File: src/i2cmbe_pkg.sv
`default_nettype none

package i2cmbe_pkg;

    localparam int TICK_W    = 16;
    localparam int BYTE_W    = 8;
    localparam int MODE_W    = 3;
    localparam int BITCNT_W  = 4;
    localparam int S_DATA_W  = 16;
    localparam int M_DATA_W  = 16;

    localparam logic [TICK_W-1:0]   PHASE_TICKS_RESET = 16'd250;
    localparam logic [BITCNT_W-1:0] BITS_PER_BYTE     = 4'd8;

    localparam logic [MODE_W-1:0] MODE_START   = 3'd1;
    localparam logic [MODE_W-1:0] MODE_STOP    = 3'd2;
    localparam logic [MODE_W-1:0] MODE_RESTART = 3'd3;
    localparam logic [MODE_W-1:0] MODE_WRITE   = 3'd4;
    localparam logic [MODE_W-1:0] MODE_READ    = 3'd5;

    typedef enum logic [16:0] {
        PH_IDLE  = 17'b0_0000_0000_0000_0001,
        PH_ST_A  = 17'b0_0000_0000_0000_0010,
        PH_ST_B  = 17'b0_0000_0000_0000_0100,
        PH_SP_A  = 17'b0_0000_0000_0000_1000,
        PH_SP_B  = 17'b0_0000_0000_0001_0000,
        PH_RS_A  = 17'b0_0000_0000_0010_0000,
        PH_RS_B  = 17'b0_0000_0000_0100_0000,
        PH_RS_C  = 17'b0_0000_0000_1000_0000,
        PH_RS_D  = 17'b0_0000_0001_0000_0000,
        PH_WR_LO = 17'b0_0000_0010_0000_0000,
        PH_WR_HI = 17'b0_0000_0100_0000_0000,
        PH_WR_AL = 17'b0_0000_1000_0000_0000,
        PH_WR_AH = 17'b0_0001_0000_0000_0000,
        PH_RD_LO = 17'b0_0010_0000_0000_0000,
        PH_RD_HI = 17'b0_0100_0000_0000_0000,
        PH_RD_AL = 17'b0_1000_0000_0000_0000,
        PH_RD_AH = 17'b1_0000_0000_0000_0000
    } t_phase;

endpackage

`default_nettype wire

File: src/i2c_master_byte_engine_top.sv
// the result of an accepted tick request is registered into the output register, or into the skid entry while one waits
// throughput: one tick per cycle while the skid entry is empty; the phase sequencer steps once per accepted tick
// a two-entry output register (main plus skid) keeps the input side moving while a result waits
// reset: synchronous, active low; lines released, idle, phase_ticks 250, ack latch 1
// the configuration channel is always ready
`default_nettype none

module i2c_master_byte_engine_top (
    input  wire logic                              i_clk,
    input  wire logic                              i_rst_n,
    input  wire logic                              s_axis_tvalid,
    output logic                                   s_axis_tready,
    // tx_byte[7:0], ack_drive[8], scl_level[9], sda_level[10], zero[15:11]
    input  wire logic [i2cmbe_pkg::S_DATA_W-1:0]   s_axis_tdata,
    // mode[2:0]
    input  wire logic [i2cmbe_pkg::MODE_W-1:0]     s_axis_tuser,
    output logic                                   m_axis_tvalid,
    input  wire logic                              m_axis_tready,
    // scl_drive_low[0], sda_drive_low[1], busy_res[2], done_res[3],
    // rx_byte[11:4], ack_bit[12], zero[15:13]
    output logic [i2cmbe_pkg::M_DATA_W-1:0]        m_axis_tdata,
    input  wire logic                              i_cfg_valid,
    output logic                                   o_cfg_ready,
    input  wire logic [i2cmbe_pkg::TICK_W-1:0]     i_cfg_data
);
    import i2cmbe_pkg::*;

    // engine state
    t_phase              r_phase, n_phase;
    logic [TICK_W-1:0]   r_tick, n_tick;
    logic [BYTE_W-1:0]   r_shift, n_shift;
    logic [BITCNT_W-1:0] r_bit, n_bit;
    logic                r_ack_latch, n_ack_latch;
    logic                r_ack_send, n_ack_send;
    logic                r_scl, n_scl;
    logic                r_sda, n_sda;
    logic [BYTE_W-1:0]   r_rx, n_rx;
    logic [TICK_W-1:0]   r_phase_ticks;

    // output stage
    logic                r_out_valid, r_skid_valid;
    logic [M_DATA_W-1:0] r_out_data, r_skid_data;

    logic                accept, take;
    logic                done, do_enter, do_finish, fin_scl, fin_sda, nb;
    logic [TICK_W:0]     tc;
    logic [MODE_W-1:0]   mode;
    logic [BYTE_W-1:0]   tx_byte;
    logic                ack_drive, scl_level, sda_level;
    logic [M_DATA_W-1:0] result;

    assign mode      = s_axis_tuser;
    assign tx_byte   = s_axis_tdata[7:0];
    assign ack_drive = s_axis_tdata[8];
    assign scl_level = s_axis_tdata[9];
    assign sda_level = s_axis_tdata[10];

    assign s_axis_tready = !r_skid_valid;
    assign accept        = s_axis_tvalid && s_axis_tready;
    assign take          = r_out_valid && m_axis_tready;
    assign m_axis_tvalid = r_out_valid;
    assign m_axis_tdata  = r_out_data;
    assign o_cfg_ready   = 1'b1;

    assign tc = {1'b0, r_tick} + {{TICK_W{1'b0}}, 1'b1};

    always_comb begin
        n_phase     = r_phase;
        n_tick      = r_tick;
        n_shift     = r_shift;
        n_bit       = r_bit;
        n_ack_latch = r_ack_latch;
        n_ack_send  = r_ack_send;
        n_scl       = r_scl;
        n_sda       = r_sda;
        n_rx        = r_rx;
        do_enter    = 1'b0;
        do_finish   = 1'b0;
        fin_scl     = 1'b0;
        fin_sda     = 1'b0;

        if (r_phase == PH_IDLE) begin
            if (mode == MODE_START || mode == MODE_STOP || mode == MODE_RESTART ||
                mode == MODE_WRITE || mode == MODE_READ) begin
                n_bit    = '0;
                do_enter = 1'b1;
                case (mode)
                    MODE_START:   n_phase = PH_ST_A;
                    MODE_STOP:    n_phase = PH_SP_A;
                    MODE_RESTART: n_phase = PH_RS_A;
                    MODE_WRITE: begin
                        n_shift = tx_byte;
                        n_phase = PH_WR_LO;
                    end
                    default: begin
                        n_shift    = '0;
                        n_ack_send = ack_drive;
                        n_phase    = PH_RD_LO;
                    end
                endcase
            end
        end else if (r_phase == PH_RD_HI && !scl_level) begin
            // clock stretching: only consecutive high ticks count
            n_tick = '0;
        end else if (tc >= {1'b0, r_phase_ticks}) begin
            case (r_phase)
                PH_ST_A: begin n_phase = PH_ST_B;  do_enter = 1'b1; end
                PH_ST_B: begin do_finish = 1'b1; fin_scl = 1'b1; fin_sda = 1'b1; end
                PH_SP_A: begin n_phase = PH_SP_B;  do_enter = 1'b1; end
                PH_SP_B: begin do_finish = 1'b1; end
                PH_RS_A: begin n_phase = PH_RS_B;  do_enter = 1'b1; end
                PH_RS_B: begin n_phase = PH_RS_C;  do_enter = 1'b1; end
                PH_RS_C: begin n_phase = PH_RS_D;  do_enter = 1'b1; end
                PH_RS_D: begin do_finish = 1'b1; fin_scl = 1'b1; fin_sda = 1'b1; end
                PH_WR_LO: begin n_phase = PH_WR_HI; do_enter = 1'b1; end
                PH_WR_HI: begin
                    n_shift  = {r_shift[BYTE_W-2:0], 1'b0};
                    n_bit    = r_bit + BITCNT_W'(1);
                    n_phase  = (n_bit >= BITS_PER_BYTE) ? PH_WR_AL : PH_WR_LO;
                    do_enter = 1'b1;
                end
                PH_WR_AL: begin n_phase = PH_WR_AH; do_enter = 1'b1; end
                PH_WR_AH: begin
                    n_ack_latch = sda_level;
                    do_finish   = 1'b1;
                    fin_scl     = 1'b1;
                end
                PH_RD_LO: begin n_phase = PH_RD_HI; do_enter = 1'b1; end
                PH_RD_HI: begin
                    n_shift  = {r_shift[BYTE_W-2:0], sda_level};
                    n_bit    = r_bit + BITCNT_W'(1);
                    n_phase  = (n_bit >= BITS_PER_BYTE) ? PH_RD_AL : PH_RD_LO;
                    do_enter = 1'b1;
                end
                PH_RD_AL: begin n_phase = PH_RD_AH; do_enter = 1'b1; end
                PH_RD_AH: begin
                    n_rx      = r_shift;
                    do_finish = 1'b1;
                    fin_scl   = 1'b1;
                end
                default: begin
                    do_finish = 1'b1;
                    fin_scl   = r_scl;
                    fin_sda   = r_sda;
                end
            endcase
        end else begin
            n_tick = tc[TICK_W-1:0];
        end

        // data bit drive is the inverse of the current msb
        nb = ~n_shift[BYTE_W-1];

        if (do_enter) begin
            n_tick = '0;
            case (n_phase)
                PH_ST_A:  begin n_scl = 1'b0; n_sda = 1'b1; end
                PH_ST_B:  begin n_scl = 1'b1; n_sda = 1'b1; end
                PH_SP_A:  begin n_scl = 1'b1; n_sda = 1'b1; end
                PH_SP_B:  begin n_scl = 1'b0; n_sda = 1'b1; end
                PH_RS_A:  begin n_scl = 1'b1; n_sda = 1'b0; end
                PH_RS_B:  begin n_scl = 1'b0; n_sda = 1'b0; end
                PH_RS_C:  begin n_scl = 1'b0; n_sda = 1'b1; end
                PH_RS_D:  begin n_scl = 1'b1; n_sda = 1'b1; end
                PH_WR_LO: begin n_scl = 1'b1; n_sda = nb;   end
                PH_WR_HI: begin n_scl = 1'b0; n_sda = nb;   end
                PH_WR_AL: begin n_scl = 1'b1; n_sda = 1'b0; end
                PH_WR_AH: begin n_scl = 1'b0; n_sda = 1'b0; end
                PH_RD_LO: begin n_scl = 1'b1; n_sda = 1'b0; end
                PH_RD_HI: begin n_scl = 1'b0; n_sda = 1'b0; end
                PH_RD_AL: begin n_scl = 1'b1; n_sda = n_ack_send; end
                PH_RD_AH: begin n_scl = 1'b0; n_sda = n_ack_send; end
                default:  begin n_scl = r_scl; n_sda = r_sda; end
            endcase
        end

        done = do_finish;
        if (do_finish) begin
            n_phase = PH_IDLE;
            n_tick  = '0;
            n_scl   = fin_scl;
            n_sda   = fin_sda;
        end
    end

    assign result = {3'b000, n_ack_latch, n_rx, done, (n_phase != PH_IDLE), n_sda, n_scl};

    always_ff @(posedge i_clk) begin
        if (!i_rst_n) begin
            r_phase       <= PH_IDLE;
            r_tick        <= '0;
            r_shift       <= '0;
            r_bit         <= '0;
            r_ack_latch   <= 1'b1;
            r_ack_send    <= 1'b0;
            r_scl         <= 1'b0;
            r_sda         <= 1'b0;
            r_rx          <= '0;
            r_phase_ticks <= PHASE_TICKS_RESET;
        end else begin
            if (i_cfg_valid) begin
                r_phase_ticks <= i_cfg_data;
            end
            if (accept) begin
                r_phase     <= n_phase;
                r_tick      <= n_tick;
                r_shift     <= n_shift;
                r_bit       <= n_bit;
                r_ack_latch <= n_ack_latch;
                r_ack_send  <= n_ack_send;
                r_scl       <= n_scl;
                r_sda       <= n_sda;
                r_rx        <= n_rx;
            end
        end
    end

    // output register with skid entry
    always_ff @(posedge i_clk) begin
        if (!i_rst_n) begin
            r_out_valid  <= 1'b0;
            r_skid_valid <= 1'b0;
        end else begin
            if (take) begin
                if (r_skid_valid) begin
                    r_skid_valid <= 1'b0;
                end else if (!accept) begin
                    r_out_valid <= 1'b0;
                end
            end else if (accept && r_out_valid) begin
                r_skid_valid <= 1'b1;
            end else if (accept) begin
                r_out_valid <= 1'b1;
            end
        end
    end

    always_ff @(posedge i_clk) begin
        if (take) begin
            if (r_skid_valid) begin
                r_out_data <= r_skid_data;
            end else if (accept) begin
                r_out_data <= result;
            end
        end else if (accept && r_out_valid) begin
            r_skid_data <= result;
        end else if (accept) begin
            r_out_data <= result;
        end
    end

endmodule

`default_nettype wire

File: config.mk
export PLATFORM = sky130hd
export DESIGN_NAME = i2c_master_byte_engine_top
export DESIGN_NICKNAME = d
export VERILOG_FILES = /design/src/i2cmbe_pkg.sv /design/src/i2c_master_byte_engine_top.sv
export SDC_FILE = /design/constraint.sdc
export NUM_CORES = 1
export LEC_CHECK = 0
export ABC_CLOCK_PERIOD_IN_PS = 13130
export BUFFER_PORTS_ARGS = -buffer_cell sky130_fd_sc_hd__buf_2
export CAP_MARGIN = 5
export CORE_MARGIN = 5
export CORE_UTILIZATION = 54
export DETAILED_ROUTE_END_ITERATION = 8
export HOLD_SLACK_MARGIN = 0.08
export PLACE_DENSITY = 0.76
export SYNTH_ARGS = -nofsm -noshare
export SYNTH_HDL_FRONTEND = slang
export SYNTH_SLANG_ARGS = --single-unit
File: constraint.sdc
create_clock -name i_clk -period 13.13 [get_ports i_clk]
set_input_delay 0.6565 -clock i_clk [delete_from_list [all_inputs] [get_ports i_clk]]
set_output_delay 0.6565 -clock i_clk [all_outputs]
set_load 0.02 [all_outputs]
==> impl_metrics.csv <==
group,metric,value,unit
power_and_ir_drop,power.internal,531,uW
sta,setup_violations,0,
critical_path,reg2reg_slack,7.44,ns
synth,synth_xor_area_share,3.20,%
synth,synth_top_cell_area_share,23.8,%
sta,rsz0062_at_grt,"false",
critical_path,crit_type,"reg -> reg",
placement,io_buffers,52,
power_and_ir_drop,seq_power_share,47.2,%
power_and_ir_drop,power_density,110,mW/mm2
route,wire_per_inst,17.7,um
critical_path,crit_slowest_cell,"a21oi_1",
sta,post-route-min-period,5.69,ns
critical_path,setup.worst_path.start_class,"flip-flop",
sta,slew_headroom,32.6,%
clocking,cts-root-buf,"clkbuf_16",
floorplan,die_area,0.0139,mm2
status,status,"completed",
grt,grt_pass1_wl,27100,um
sta,fin_skew,0.00854,ns
sta,hold_viol,0,
clocking,post_cts_buffers,0,
synth,async_reset_ff_share,0,%
power_and_ir_drop,p_comb_share,17.0,%
critical_path,worstPathRequired,13.24,ns
finish,layout_common_cells,"nand2_1 (88), dfxtp_1 (75), o21ai_0 (57), buf_2 (52), nor2_1 (48)",
route,postRouteAntennaNets,0,
finish,area_growth_syn_to_layout,10.1,%
finish,layout_commonest_cell,"nand2_1",
synth,synthFlopType,"dfxtp_1",
min_path,holdCritPathClass,"reg -> reg",
grt,antenna_found_initial,0,
finish,nets,830,
synth,syn_inst,743,
clocking,cts_tree,"done",
placement,place.gp.congestion,0.981,
synth,ys_seq_area_share,37.6,%
critical_path,worstSetupEndpointType,"flip-flop",
synth,synthDistinctLibCells,75,
clocking,hold_buffers,0,
synth,synth_edf_count,29,
grt,track_usage,23.3,%
finish,num_antenna_cells,0,
floorplan,die_x,118,um
synth,synth-compound-area-share,20.9,%
route,viasPerCell,6.19,
synth,synth.area.top_cells,"dfxtp_1 (24%), edfxtp_1 (14%), nand2_1 (5.2%), o21ai_0 (4.5%), ha_1 (3.6%)",
synth,synth_simple_gate_area_share,26.1,%
floorplan,num_rows,39,
placement,dpl_cell_area,0.00663,mm2
finish,layout.cells.non_filler,920,
synth,muxShareOfSynthArea,4.05,%
critical_path,crit_fanout,6,
synth,synth_area_leader_cell,"dfxtp_1",
clocking,cts_max_path_buffers,2,
finish,layout-drive-gt1-share,13.9,%
power_and_ir_drop,vdd_drop_max,0.000109,V
power_and_ir_drop,leakage,0.00291,uW
synth,syn_area_per_cell,8.48,um2
route,via_count,5696,
power_and_ir_drop,p_sw,231,uW
synth,synthAdderAreaFrac,3.57,%
synth,ys.warnings.count,0,
clocking,ctsHtreeMaxLevel,3,
sta,period_share,43.4,%
sta,setup_tns,0,ns
route,drcViolationCount,0,
route,routed_wl,16300,um
clocking,clkSlewWorstSetupHoldPaths,0.08,ns
sta,worstMarginPinSlew,1.01,ns
synth,syn_area,0.00630,mm2
flow_run,cap_violations,0,
synth,ys_ff_latch,104,
placement,dp.cells,904,
floorplan,floorplan.initialDensity,55.2,%
grt,grt_start_max_net_pins,73,
placement,dp_hpwl,11900,um
synth,synth_nets,801,
placement,pre_cts_slack,7.56,ns
route,first_iter_violations,561,
critical_path,max_stage_delay,0.50,ns
clocking,cts_buffers,9,
critical_path,crit_chain,"ha_1 > nand3_1 > or2_2 > nor2_1 > nand3_1 > xnor2_1 > ha_1 > a21o_1 > a21o_1 > a211o_1 > a211o_1 > a21oi_1 > o2111ai_1 > or3_4 > a2111oi_4 > o31ai_1 > a211oi_2 > o21ai_1",
clocking,cts_resized,0,
clocking,clock_sinks,104,
grt,first_global_vias,5432,
synth,synth_top_family_by_area,"simple AND/OR/NAND/NOR gates",
critical_path,cp_data_arrival_time,5.80,ns
clocking,clkLatencyLatePin,0.36,ns
route,first_pass_iters,5,
floorplan,die_h,118,um
sta,whs,0.492,ns
finish,final_cell_area,0.00694,mm2
sta,layout_setup_ws,7.44,ns
floorplan,design.core.area,0.0114,mm2
floorplan,num_io_pins,59,
power_and_ir_drop,pwr-share-clk,35.8,%
power_and_ir_drop,switching_share,30.3,%
grt,grt.overflow.total,0,
sta,max_freq,0.176,GHz
sta,slew_viol_final,0,
[state kept, by name, indices dropped and copies added, names as in the netlist]
register       cells
m_axis_tdata      16
m_axis_tvalid      1
r_ack_latch        1
r_ack_send         1
r_bit              4
r_phase           17
r_phase_ticks     16
r_rx               8
r_scl              1
r_sda              1
r_shift            8
r_skid_data       13
r_skid_valid       1
r_tick            16
[Yosys cell counts (4+ instances only)]
library cell and n:
nand2_1 88, dfxtp_1 75, o21ai_0 57, nor2_1 48
a21oi_1 38, nor2b_1 36, clkbuf_1 33, inv_1 31
edfxtp_1 29, nand3_1 26, nor3_1 23, mux2i_1 21
a22oi_1 18, ha_1 18, nand4_1 16, xnor2_1 12
nor4_1 11, xor2_1 11, and2_1 10, o211a_1 9
a21o_1 8, and3_1 8, o211ai_1 8, a21boi_0 6
or2_2 6, nand2b_1 5, nor3b_1 5, o21ai_1 5
a211o_1 4, buf_2 4, mux2_2 4, nand3b_1 4
[power by group through the flow]
stage | clock (uW) | sequential [uW] | combinational, uW
detailed placement | 0 | 367 | 128
global route | 295 | 362 | 143
global placement | 0 | 366 | 125
floorplan | 0 | 373 | 82.2
CTS | 278 | 360 | 129
finish | 272 | 360 | 130
[cell type report]
class / count / area (um2)
inverter: 32 / 120
fill: 1034 / 4480
timing repair buffer: 58 / 305
tap: 143 / 179
multi-input combinational: 567 / 3660
clock inverter: 7 / 83.8
clock buffer: 9 / 225
sequential: 104 / 2370
[per-stage QoR]
| stage | util, % | total power, uW |
|---|---|---|
| finish | 60.8 | 762 |
| global route | 60.8 | 800 |
| CTS | 60.8 | 767 |
| detailed placement | 58.1 | 495 |
| global placement | 58.1 | 491 |
| floorplan | - | 455 |
[worst max-delay path, delay by kind of cell, from the launching register on]
kind	cells	cell delay (ns)
flops	1	0.40
simple gates	5	1.57
compound gates	10	2.70
xor+xnor	1	0.24
fa+ha+maj	2	0.55
[kinds of logic after synthesis]
family / after synthesis
and+or+nand+nor: 309
AOI/OAI and AO/OA: 191
DFF: 104
buffers and inverters: 72
muxes: 25
xor gates and xnor gates: 23
adders and majority gates: 18
other: 1
[layer usage]
metal / track usage (%) / wire length [um] / up-vias
met4: 6.02 / 261 / 0
met1: 30.3 / 7210 / 2701
met3: 7.78 / 1250 / 24
met5: 0 / 0 / -
met2: 37.2 / 7550 / 228
li1: - / - / 2743
[worst paths after layout]
| kind | cells past startpoint | start | end |
|---|---|---|---|
| min | 2 | r_phase_ticks[1]$_SDFFE_PN1P_ | r_phase_ticks[1]$_SDFFE_PN1P_ |
| max | 18 | r_tick[0]$_SDFFE_PN0P_ | m_axis_tdata[1]$_DFFE_PN_ |
| min reg2reg | 2 | r_phase_ticks[1]$_SDFFE_PN1P_ | r_phase_ticks[1]$_SDFFE_PN1P_ |
| max reg2reg | 18 | r_tick[0]$_SDFFE_PN0P_ | m_axis_tdata[1]$_DFFE_PN_ |
No activity file was read; power rests on OpenSTA's default activity.
